File: src/design/tpid_pkg.sv
// Shared widths, register codes, reset values and types of the thermocouple PID controller.
package tpid_pkg;

  localparam int RAW_W      = 16;
  localparam int TEMP_W     = 12;
  localparam int GAIN_W     = 24;
  localparam int ILIM_W     = 15;
  localparam int HYST_W     = 12;
  localparam int CNT_W      = 8;
  localparam int DUTY_W     = 8;
  localparam int INTEG_W    = 16;
  localparam int ERR_W      = TEMP_W + 1;
  localparam int CFG_IDX_W  = 3;
  localparam int CFG_DATA_W = GAIN_W;

  localparam int HISTORY_DEPTH_DEF = 8;
  localparam int DUTY_DIV          = 1024;
  localparam int PID_SHIFT         = $clog2(DUTY_DIV);

  localparam int PROD_W = INTEG_W + GAIN_W;
  localparam int SUM_W  = PROD_W + 2;

  localparam logic [CFG_IDX_W-1:0] REG_TARGET    = 3'd0;
  localparam logic [CFG_IDX_W-1:0] REG_KP        = 3'd1;
  localparam logic [CFG_IDX_W-1:0] REG_KI        = 3'd2;
  localparam logic [CFG_IDX_W-1:0] REG_KD        = 3'd3;
  localparam logic [CFG_IDX_W-1:0] REG_ILIM      = 3'd4;
  localparam logic [CFG_IDX_W-1:0] REG_HYST      = 3'd5;
  localparam logic [CFG_IDX_W-1:0] REG_RESIDENCY = 3'd6;

  localparam logic [RAW_W-1:0] SENSOR_MASK = 16'h8002;
  localparam int               OPEN_BIT    = 2;
  localparam int               TEMP_LSB    = 3;

  localparam logic [GAIN_W-1:0] KP_RESET   = 24'sd4096;
  localparam logic [GAIN_W-1:0] KI_RESET   = 24'sd256;
  localparam logic [GAIN_W-1:0] KD_RESET   = -24'sd14336;
  localparam logic [ILIM_W-1:0] ILIM_RESET = 15'd768;
  localparam logic [HYST_W-1:0] HYST_RESET = 12'd20;
  localparam logic [CNT_W-1:0]  NEED_RESET = 8'd60;

  localparam logic [DUTY_W-1:0] DUTY_MAX      = 8'd255;
  localparam logic [DUTY_W-1:0] HEATER_ON_MIN = 8'd8;

  typedef struct packed {
    logic [TEMP_W-1:0] target;
    logic [GAIN_W-1:0] kp;
    logic [GAIN_W-1:0] ki;
    logic [GAIN_W-1:0] kd;
    logic [ILIM_W-1:0] ilim;
    logic [HYST_W-1:0] hyst;
    logic [CNT_W-1:0]  need;
  } cfg_t;

  typedef struct packed {
    logic [TEMP_W-1:0] temp;
    logic              present;
    logic              open_tc;
    logic              at_temp;
  } flags_t;

  typedef struct packed {
    logic [ERR_W-1:0]   err;
    logic [INTEG_W-1:0] integ;
    logic [ERR_W-1:0]   deriv;
    flags_t             flags;
  } s1_t;

  typedef struct packed {
    logic [DUTY_W-1:0] duty;
    logic              heater_on;
    flags_t            flags;
  } res_t;

endpackage

File: src/design/tpid_in_if.sv
// Input channel carrying one raw converter word per transfer.
interface tpid_in_if;
  logic                        valid;
  logic                        ready;
  logic [tpid_pkg::RAW_W-1:0]  raw_reading;

  modport source (output valid, output raw_reading, input ready);
  modport sink   (input valid, input raw_reading, output ready);
endinterface

File: src/design/tpid_out_if.sv
// Result channel carrying heater drive and status per transfer.
interface tpid_out_if;
  logic                         valid;
  logic                         ready;
  logic [tpid_pkg::DUTY_W-1:0]  heater_duty;
  logic                         heater_on;
  logic [tpid_pkg::TEMP_W-1:0]  temperature;
  logic                         sensor_present;
  logic                         thermocouple_open;
  logic                         at_temperature;

  modport source (output valid, output heater_duty, output heater_on, output temperature,
                  output sensor_present, output thermocouple_open, output at_temperature,
                  input ready);
  modport sink   (input valid, input heater_duty, input heater_on, input temperature,
                  input sensor_present, input thermocouple_open, input at_temperature,
                  output ready);
endinterface

File: src/design/tpid_hist.sv
// Temperature history ring with a prefetched oldest entry for the derivative term.
module tpid_hist #(
  parameter int HISTORY_DEPTH = tpid_pkg::HISTORY_DEPTH_DEF
) (
  input  logic                        clk,
  input  logic                        rst_n,
  input  logic                        step,
  input  logic [tpid_pkg::TEMP_W-1:0] wr_data,
  output logic [tpid_pkg::TEMP_W-1:0] oldest
);
  import tpid_pkg::*;

  localparam int PW = $clog2(HISTORY_DEPTH);
  localparam logic [PW-1:0] LAST = PW'(HISTORY_DEPTH - 1);

  logic [TEMP_W-1:0]        mem [HISTORY_DEPTH];
  logic [PW-1:0]            pos_r;
  logic [HISTORY_DEPTH-1:0] vld_r;
  logic [TEMP_W-1:0]        rd_r;
  logic                     rd_vld_r;
  logic                     byp_r;
  logic [TEMP_W-1:0]        byp_data_r;
  logic [PW-1:0]            pos1;
  logic [PW-1:0]            pos2;

  assign pos1 = (pos_r == LAST) ? '0 : pos_r + 1'b1;
  assign pos2 = (pos1 == LAST) ? '0 : pos1 + 1'b1;

  always_ff @(posedge clk) begin
    if (!rst_n) begin
      pos_r    <= '0;
      vld_r    <= '0;
      rd_vld_r <= 1'b0;
      byp_r    <= 1'b0;
    end else if (step) begin
      pos_r        <= pos1;
      vld_r[pos_r] <= 1'b1;
      rd_vld_r     <= vld_r[pos2];
      byp_r        <= (pos2 == pos_r);
    end
  end

  always_ff @(posedge clk) begin
    if (step) begin
      mem[pos_r] <= wr_data;
      rd_r       <= mem[pos2];
      byp_data_r <= wr_data;
    end
  end

  assign oldest = byp_r ? byp_data_r : (rd_vld_r ? rd_r : '0);

endmodule

File: src/design/tpid_front.sv
// Sensor decode, residency tracking, integrator and error terms into the first register.
module tpid_front #(
  parameter int HISTORY_DEPTH = tpid_pkg::HISTORY_DEPTH_DEF
) (
  input  logic                       clk,
  input  logic                       rst_n,
  input  tpid_pkg::cfg_t             cfg,
  input  logic                       in_valid,
  output logic                       in_ready,
  input  logic [tpid_pkg::RAW_W-1:0] raw,
  output logic                       s1_valid,
  input  logic                       s1_ready,
  output tpid_pkg::s1_t              s1
);
  import tpid_pkg::*;

  logic               step;
  logic               present;
  logic               open_tc;
  logic [TEMP_W-1:0]  held_r;
  logic [TEMP_W-1:0]  held_nxt;
  logic [CNT_W-1:0]   cnt_r;
  logic [CNT_W-1:0]   cnt_nxt;
  logic [INTEG_W-1:0] integ_r;
  logic [INTEG_W-1:0] integ_nxt;
  logic [TEMP_W-1:0]  oldest;
  logic [ERR_W-1:0]   err;
  logic [ERR_W-1:0]   err_abs;
  logic [TEMP_W-1:0]  temp_gap;
  logic [ERR_W-1:0]   deriv;
  logic signed [INTEG_W:0] acc;
  logic signed [INTEG_W:0] lim_pos;
  logic signed [INTEG_W:0] lim_neg;
  logic               s1_valid_r;
  s1_t                s1_r;

  assign in_ready = !s1_valid_r || s1_ready;
  assign step     = in_valid && in_ready && (cfg.target != '0);

  assign present  = (raw & SENSOR_MASK) == '0;
  assign open_tc  = present && raw[OPEN_BIT];
  assign held_nxt = (present && !open_tc) ? raw[TEMP_LSB +: TEMP_W] : held_r;

  assign err      = {1'b0, cfg.target} - {1'b0, held_nxt};
  assign err_abs  = err[ERR_W-1] ? -err : err;
  assign temp_gap = err_abs[TEMP_W-1:0];

  always_comb begin
    if (temp_gap > cfg.hyst) begin
      cnt_nxt = '0;
    end else if (cnt_r < cfg.need) begin
      cnt_nxt = cnt_r + 1'b1;
    end else begin
      cnt_nxt = cnt_r;
    end
  end

  assign lim_pos = $signed({2'b00, cfg.ilim});
  assign lim_neg = -lim_pos;
  assign acc = $signed({integ_r[INTEG_W-1], integ_r})
             + $signed({{(INTEG_W + 1 - ERR_W){err[ERR_W-1]}}, err});

  always_comb begin
    if (acc > lim_pos) begin
      integ_nxt = lim_pos[INTEG_W-1:0];
    end else if (acc < lim_neg) begin
      integ_nxt = lim_neg[INTEG_W-1:0];
    end else begin
      integ_nxt = acc[INTEG_W-1:0];
    end
  end

  tpid_hist #(.HISTORY_DEPTH(HISTORY_DEPTH)) u_hist (
    .clk     (clk),
    .rst_n   (rst_n),
    .step    (step),
    .wr_data (held_nxt),
    .oldest  (oldest)
  );

  assign deriv = {1'b0, held_nxt} - {1'b0, oldest};

  always_ff @(posedge clk) begin
    if (!rst_n) begin
      held_r     <= '0;
      cnt_r      <= '0;
      integ_r    <= '0;
      s1_valid_r <= 1'b0;
    end else begin
      if (step) begin
        held_r  <= held_nxt;
        cnt_r   <= cnt_nxt;
        integ_r <= integ_nxt;
      end
      if (in_ready) begin
        s1_valid_r <= step;
      end
    end
  end

  always_ff @(posedge clk) begin
    if (step) begin
      s1_r.err           <= err;
      s1_r.integ         <= integ_nxt;
      s1_r.deriv         <= deriv;
      s1_r.flags.temp    <= held_nxt;
      s1_r.flags.present <= present;
      s1_r.flags.open_tc <= open_tc;
      s1_r.flags.at_temp <= cnt_nxt >= cfg.need;
    end
  end

  assign s1_valid = s1_valid_r;
  assign s1       = s1_r;

endmodule

File: src/design/tpid_back.sv
// Gain multiplies, scaled sum, duty clamp and the result register.
module tpid_back (
  input  logic           clk,
  input  logic           rst_n,
  input  tpid_pkg::cfg_t cfg,
  input  logic           s1_valid,
  output logic           s1_ready,
  input  tpid_pkg::s1_t  s1,
  output logic           out_valid,
  input  logic           out_ready,
  output tpid_pkg::res_t res
);
  import tpid_pkg::*;

  localparam logic signed [SUM_W-1:0] ROUND_ADJ = SUM_W'(DUTY_DIV - 1);
  localparam logic signed [SUM_W-1:0] Q_MAX     = SUM_W'(DUTY_MAX);

  logic                     s2_valid_r;
  logic                     s2_ready;
  logic signed [PROD_W-1:0] pp_r;
  logic signed [PROD_W-1:0] pi_r;
  logic signed [PROD_W-1:0] pd_r;
  flags_t                   s2_flags_r;
  logic signed [SUM_W-1:0]  sum;
  logic signed [SUM_W-1:0]  adj;
  logic signed [SUM_W-1:0]  q;
  logic [DUTY_W-1:0]        duty;
  logic                     out_valid_r;
  res_t                     res_r;

  assign s2_ready = !out_valid_r || out_ready;
  assign s1_ready = !s2_valid_r || s2_ready;

  always_ff @(posedge clk) begin
    if (s1_valid && s1_ready) begin
      pp_r       <= PROD_W'($signed(s1.err)) * PROD_W'($signed(cfg.kp));
      pi_r       <= PROD_W'($signed(s1.integ)) * PROD_W'($signed(cfg.ki));
      pd_r       <= PROD_W'($signed(s1.deriv)) * PROD_W'($signed(cfg.kd));
      s2_flags_r <= s1.flags;
    end
  end

  assign sum = SUM_W'(pp_r) + SUM_W'(pi_r) + SUM_W'(pd_r);
  assign adj = sum[SUM_W-1] ? sum + ROUND_ADJ : sum;
  assign q   = adj >>> PID_SHIFT;

  always_comb begin
    if (q[SUM_W-1]) begin
      duty = '0;
    end else if (q > Q_MAX) begin
      duty = DUTY_MAX;
    end else begin
      duty = q[DUTY_W-1:0];
    end
  end

  always_ff @(posedge clk) begin
    if (!rst_n) begin
      s2_valid_r  <= 1'b0;
      out_valid_r <= 1'b0;
    end else begin
      if (s1_ready) begin
        s2_valid_r <= s1_valid;
      end
      if (s2_ready) begin
        out_valid_r <= s2_valid_r;
      end
    end
  end

  always_ff @(posedge clk) begin
    if (s2_valid_r && s2_ready) begin
      res_r.duty      <= duty;
      res_r.heater_on <= duty >= HEATER_ON_MIN;
      res_r.flags     <= s2_flags_r;
    end
  end

  assign out_valid = out_valid_r;
  assign res       = res_r;

endmodule

File: src/design/thermocouple_pid_heater_controller.sv
// Thermocouple PID heater controller top level: register file, control path and channels.
// Each transfer on in_ch is one control tick with a raw converter word; while the target
// register is zero the tick is taken and dropped with no result and no state change.
// Otherwise one result reaches out_ch through a decode/integrator register, a gain multiply
// register and the result register. A new tick is taken every cycle while out_ch keeps up;
// the integrator, residency counter and history ring all update in the cycle of the
// transfer, so nothing waits on an earlier tick.
// Configuration writes are taken every cycle and should be made while no tick is in flight.
module thermocouple_pid_heater_controller #(
  parameter int HISTORY_DEPTH = tpid_pkg::HISTORY_DEPTH_DEF
) (
  input  logic                            clk,
  input  logic                            rst_n,
  tpid_in_if.sink                         in_ch,
  tpid_out_if.source                      out_ch,
  input  logic                            cfg_we,
  input  logic [tpid_pkg::CFG_IDX_W-1:0]  cfg_index,
  input  logic [tpid_pkg::CFG_DATA_W-1:0] cfg_data
);
  import tpid_pkg::*;

  cfg_t cfg_r;
  logic s1_valid;
  logic s1_ready;
  s1_t  s1;
  res_t res;

  always_ff @(posedge clk) begin
    if (!rst_n) begin
      cfg_r.target <= '0;
      cfg_r.kp     <= KP_RESET;
      cfg_r.ki     <= KI_RESET;
      cfg_r.kd     <= KD_RESET;
      cfg_r.ilim   <= ILIM_RESET;
      cfg_r.hyst   <= HYST_RESET;
      cfg_r.need   <= NEED_RESET;
    end else if (cfg_we) begin
      case (cfg_index)
        REG_TARGET:    cfg_r.target <= cfg_data[TEMP_W-1:0];
        REG_KP:        cfg_r.kp     <= cfg_data[GAIN_W-1:0];
        REG_KI:        cfg_r.ki     <= cfg_data[GAIN_W-1:0];
        REG_KD:        cfg_r.kd     <= cfg_data[GAIN_W-1:0];
        REG_ILIM:      cfg_r.ilim   <= cfg_data[ILIM_W-1:0];
        REG_HYST:      cfg_r.hyst   <= cfg_data[HYST_W-1:0];
        REG_RESIDENCY: cfg_r.need   <= cfg_data[CNT_W-1:0];
        default: begin
        end
      endcase
    end
  end

  tpid_front #(.HISTORY_DEPTH(HISTORY_DEPTH)) u_front (
    .clk      (clk),
    .rst_n    (rst_n),
    .cfg      (cfg_r),
    .in_valid (in_ch.valid),
    .in_ready (in_ch.ready),
    .raw      (in_ch.raw_reading),
    .s1_valid (s1_valid),
    .s1_ready (s1_ready),
    .s1       (s1)
  );

  tpid_back u_back (
    .clk       (clk),
    .rst_n     (rst_n),
    .cfg       (cfg_r),
    .s1_valid  (s1_valid),
    .s1_ready  (s1_ready),
    .s1        (s1),
    .out_valid (out_ch.valid),
    .out_ready (out_ch.ready),
    .res       (res)
  );

  assign out_ch.heater_duty       = res.duty;
  assign out_ch.heater_on         = res.heater_on;
  assign out_ch.temperature       = res.flags.temp;
  assign out_ch.sensor_present    = res.flags.present;
  assign out_ch.thermocouple_open = res.flags.open_tc;
  assign out_ch.at_temperature    = res.flags.at_temp;

endmodule

File: src/flat_wrapper.sv
// flat-port wrapper written by rule: the top's interface ports become plain ports
module thermocouple_pid_heater_controller_flat import tpid_pkg::*;
#(
  parameter int HISTORY_DEPTH = tpid_pkg::HISTORY_DEPTH_DEF
)
  (clk, rst_n, cfg_we, cfg_index, cfg_data, in_ch_valid, in_ch_raw_reading, in_ch_ready, out_ch_valid, out_ch_heater_duty, out_ch_heater_on, out_ch_temperature, out_ch_sensor_present, out_ch_thermocouple_open, out_ch_at_temperature, out_ch_ready);
  tpid_in_if in_ch_i ();
  tpid_out_if out_ch_i ();
  input  logic clk;
  input  logic rst_n;
  input  logic cfg_we;
  input  logic [tpid_pkg::CFG_IDX_W-1:0] cfg_index;
  input  logic [tpid_pkg::CFG_DATA_W-1:0] cfg_data;
  input wire logic [$bits(in_ch_i.valid)-1:0] in_ch_valid;
  input wire logic [$bits(in_ch_i.raw_reading)-1:0] in_ch_raw_reading;
  output wire logic [$bits(in_ch_i.ready)-1:0] in_ch_ready;
  output wire logic [$bits(out_ch_i.valid)-1:0] out_ch_valid;
  output wire logic [$bits(out_ch_i.heater_duty)-1:0] out_ch_heater_duty;
  output wire logic [$bits(out_ch_i.heater_on)-1:0] out_ch_heater_on;
  output wire logic [$bits(out_ch_i.temperature)-1:0] out_ch_temperature;
  output wire logic [$bits(out_ch_i.sensor_present)-1:0] out_ch_sensor_present;
  output wire logic [$bits(out_ch_i.thermocouple_open)-1:0] out_ch_thermocouple_open;
  output wire logic [$bits(out_ch_i.at_temperature)-1:0] out_ch_at_temperature;
  input wire logic [$bits(out_ch_i.ready)-1:0] out_ch_ready;
  assign in_ch_i.valid = in_ch_valid;
  assign in_ch_i.raw_reading = in_ch_raw_reading;
  assign in_ch_ready = in_ch_i.ready;
  assign out_ch_valid = out_ch_i.valid;
  assign out_ch_heater_duty = out_ch_i.heater_duty;
  assign out_ch_heater_on = out_ch_i.heater_on;
  assign out_ch_temperature = out_ch_i.temperature;
  assign out_ch_sensor_present = out_ch_i.sensor_present;
  assign out_ch_thermocouple_open = out_ch_i.thermocouple_open;
  assign out_ch_at_temperature = out_ch_i.at_temperature;
  assign out_ch_i.ready = out_ch_ready;
  thermocouple_pid_heater_controller #(.HISTORY_DEPTH(HISTORY_DEPTH)) u_core (.clk(clk), .rst_n(rst_n), .in_ch(in_ch_i), .out_ch(out_ch_i), .cfg_we(cfg_we), .cfg_index(cfg_index), .cfg_data(cfg_data));
endmodule
File: config.mk
export PLATFORM = sky130hd
export DESIGN_NAME = thermocouple_pid_heater_controller_flat
export DESIGN_NICKNAME = d
export VERILOG_FILES = /design/src/design/tpid_pkg.sv /design/src/design/tpid_in_if.sv /design/src/design/tpid_out_if.sv /design/src/design/tpid_hist.sv /design/src/design/tpid_front.sv /design/src/design/tpid_back.sv /design/src/design/thermocouple_pid_heater_controller.sv /design/src/flat_wrapper.sv
export SDC_FILE = /design/constraint.sdc
export NUM_CORES = 2
export LEC_CHECK = 0
export BUFFER_PORTS_ARGS = -buffer_cell sky130_fd_sc_hd__clkbuf_2
export CAP_MARGIN = 10
export CORE_MARGIN = 1
export CORE_UTILIZATION = 60
export CTS_CLUSTER_DIAMETER = 80
export DETAILED_ROUTE_END_ITERATION = 8
export GPL_ROUTABILITY_DRIVEN = 0
export PLACE_DENSITY = 0.76
export SYNTH_ARGS = -nofsm -noshare
export SYNTH_HDL_FRONTEND = slang
export SYNTH_SLANG_ARGS = --single-unit
File: constraint.sdc
create_clock -name clk -period 35.1 [get_ports clk]
set_input_delay 7.02 -clock clk [delete_from_list [all_inputs] [get_ports clk]]
set_output_delay 7.02 -clock clk [all_outputs]
set_load 0.05 [all_outputs]
==> reports/summary.txt <==
Ys Warns = 0
Synth Area in Simple Gates = 0.1468
Rel. slew slack = 0.1986
die area = 0.09998 mm2
VDD IR-drop max = 0.0003303 V
Max stage delay on crit path = 0.46 ns
worst-skew pair later-pin latency = 0.65 ns
setup tns final = 0 ns
clock slew at reported path FFs = 0.06 ns
hold buffers post-CTS = 0
Hold Violations, Final = 0
Area after DPL = 0.06073 mm2
Layout area overhead = 5.672%
Synth Area in XOR/XNOR = 0.03236
Netlist Area Pre-Place = 0.05923 mm2
initial antenna violation count = 7
Die Y = 316.2 um
Worst Path Arrival = 8.17 ns
Tmin final = 15.19 ns
Clock Tree Buf Depth = 3
layout cells sized above 1 = 0.05200
WP data required = 28.08 ns
Worst Tran Pin Value = 1.202 ns
commonest non-fill, non-tap cells in the layout = inv_1 (992), fa_1 (984), nand2_1 (981)
Post-synth EDFFs = 318
worst hold path type = reg -> reg
Cells after Synth = 5,988
DRT Pass-1 Iters = 5
vias in the first global route = 44,080
period utilisation layout = 0.4327
Main synth FF type = edfxtp_1
Crit Path Max Fanout = 5
Final Instance Area = 0.06259 mm2
HPWL after detailed placement = 115,200 um
CP bufs+invs = 2
Total Routing Usage GR = 0.3129
setup violators final = 0
CTS root buf = clkbuf_16
core area = 0.09728 mm2
post-DR vias/cell = 5.848
Worst path most repeated cell = clkbuf_2
postcts setup bufs = 0
Die W = 316.2 um
leakage = 27.58 nW
CTS tree = yes
Synth Register Bits = 489
post-synthesis sequential area ratio = 0.2190
status = finished, final reports clean
most common cell after layout, fill and taps aside = inv_1
cells resized by post-CTS repair = 0
IO buf count = 72
DRC Markers = 0
Synth Area in Compound Gates = 0.08361
largest net degree at the start of global routing = 90
fmax = 65.84 MHz
DRT antenna net count = 0
H-tree levels = 2
worst setup path class = in -> out
post-synthesis mux area share = 0.01793
grt ovf = 0
DRT iter0 DRCs = 3,714
NumNets Final = 7,372
critical path, cell by cell = clkbuf_2, nor2b_1, nand3_1, clkbuf_2
Yosys cell types = 87
RSZ-0062 raised after global routing = false
Slowest cell on crit path = nor2b_1
cts bufs inserted = 54
Setup Skew = 0.03324 ns
final slew viol count = 0
CP startpoint kind = input port
fraction of registers with async set/reset = 0
num ports = 74
post-DR wirelength/cell = 20.70 um
starting density of the core = 0.6089
Mapped Nets = 7,441
row count = 114
routed via count = 42,350
first-pass GRT wire length = 240,900 um
max cap viols = 0
Mean Syn Cell Area = 9.892 um2
Sink Count = 489
main combinational cell family by area after synthesis = adder cells
Power Density = 95.66 mW/mm2
Critical Path End Type = output port
kind of cell adding the most delay to the critical path = simple AND/OR/NAND/NOR gates
area share of fa/ha/maj cells after synthesis = 0.4215
drt total wl = 149,900 um
-- power breakdown --
group / internal (mW) / total, mW / switching, mW
clock network: 0.332 / 0.589 / 0.257
registers: 0.879 / 0.946 / 0.0666
logic: 1.88 / 4.45 / 2.57
-- final cells by class --
cell class / count / area [um2]
well taps: 1276 / 1597
clock buffers: 64 / 1451
clock inverters: 35 / 404.1
flip-flops and latches: 489 / 12970
inverters: 994 / 3734
repair buffers: 122 / 738.2
diodes: 3 / 7.507
multi-input cells: 4258 / 41690
fillers: 7625 / 34690
-- Yosys cell counts (all sizes together), types with 6 or more instances --
master	number	area, um2
o211ai	16	143.9
dfxtp	171	3423
a31oi	17	106.4
fa	984	19700
xor2	58	508.0
and3	23	145.1
mux2	21	236.5
nand2	981	3682
nor3	57	290.3
a21boi	119	893.4
nor2	135	506.7
and2	359	2246
or4	8	63.81
mux2i	24	240.2
o211a	16	160.2
a41oi	6	71.32
nand4	30	187.7
a211oi	18	150.2
o21a	37	277.8
a21o	99	744.5
a21oi	163	815.8
nand2b	96	600.6
xnor2	160	1409
nor3b	6	45.04
clkbuf	241	905.9
nand3	56	280.3
nor4	13	108.9
buf	6	27.53
ha	421	5268
nor4b	6	52.55
o21ai	108	548.0
o31ai	19	142.6
mux4	26	585.6
inv	993	3727
o21bai	24	183.9
edfxtp	318	9549
o2bb2ai	10	87.58
nor2b	32	200.2
or3	16	100.1
and4	8	71.32
a22oi	14	105.1
-- worst reg2reg max path: stages, from the launching register on --
cell and delay, ns:
edfxtp_1 1.14, nand2_1 0.21, fa_1 0.57, inv_1 0.06, fa_1 0.53, inv_1 0.06, fa_1 0.49, fa_1 0.54
inv_1 0.05, fa_1 0.48, inv_1 0.05, fa_1 0.49, inv_1 0.05, ha_1 0.33, nand2_1 0.10, nand4bb_1 0.30
a31oi_1 0.44, a311oi_1 0.22, o21bai_1 0.29, a21boi_0 0.26, a311oi_1 0.58, nand2_1 0.17, a31oi_1 0.34, a21oi_1 0.14
xnor2_1 0.65
-- stage by stage --
step	power [mW]	worst slack, ns	hold slack (ns)	utilization	instances
after floorplan	4.281	17.86	0.4003	-	5988
after global placement	5.240	19.95	0.4018	0.6243	7139
after detailed placement	5.350	19.92	0.4066	0.6243	7139
after CTS	5.974	19.92	0.4213	0.6434	7238
after global routing	6.521	19.83	0.4297	0.6434	7240
final	5.987	19.91	0.4197	0.6434	7241
-- final timing paths --
kind	cells after the start	to	slack, ns	from
max reg2reg	24	u_core.u_back.pi_r[38]	26.22	u_core.u_front.s1[29]
min reg2reg	0	u_core.u_back.res[0]	0.42	u_core.u_back.s2_flags_r[0]
max	4	in_ch_ready	19.91	out_ch_ready
min	0	u_core.u_back.res[0]	0.42	u_core.u_back.s2_flags_r[0]
-- layer usage --
layer | vias to the layer above | wire length [um] | track usage
met5 | - | 34 | 0
met4 | 4 | 8208 | 0.1519
met3 | 370 | 12310 | 0.05095
met2 | 1871 | 68820 | 0.4990
met1 | 21240 | 60520 | 0.4196
li1 | 18860 | - | -
-- flip-flops by register name, indices dropped and copies added, names as in the netlist, 15 cells and up --
| register | count |
|---|---|
| u_core.u_back.pi_r | 40 |
| u_core.u_back.res | 24 |
| u_core.u_back.s2_flags_r | 15 |
| u_core.u_front.u_hist.mem | 96 |
| u_core.cfg_r | 119 |
| u_core.u_back.pd_r | 37 |
| u_core.u_front.s1 | 45 |
| u_core.u_back.pp_r | 37 |
| u_core.u_front.integ_r | 16 |
-- cell families (layout without fill, tap and decap cells) --
group                      count (synthesis)  count (layout)
and+or+nand+nor                         1841            1841
adders and majority gates               1405            1405
buffers and inverters                   1241            1215
AOI/OAI and AO/OA                        723             723
DFF                                      489             489
xor gates and xnor gates                 218             218
muxes                                     71              71
other                                      0               3
No activity file was read; power rests on OpenSTA's default activity.
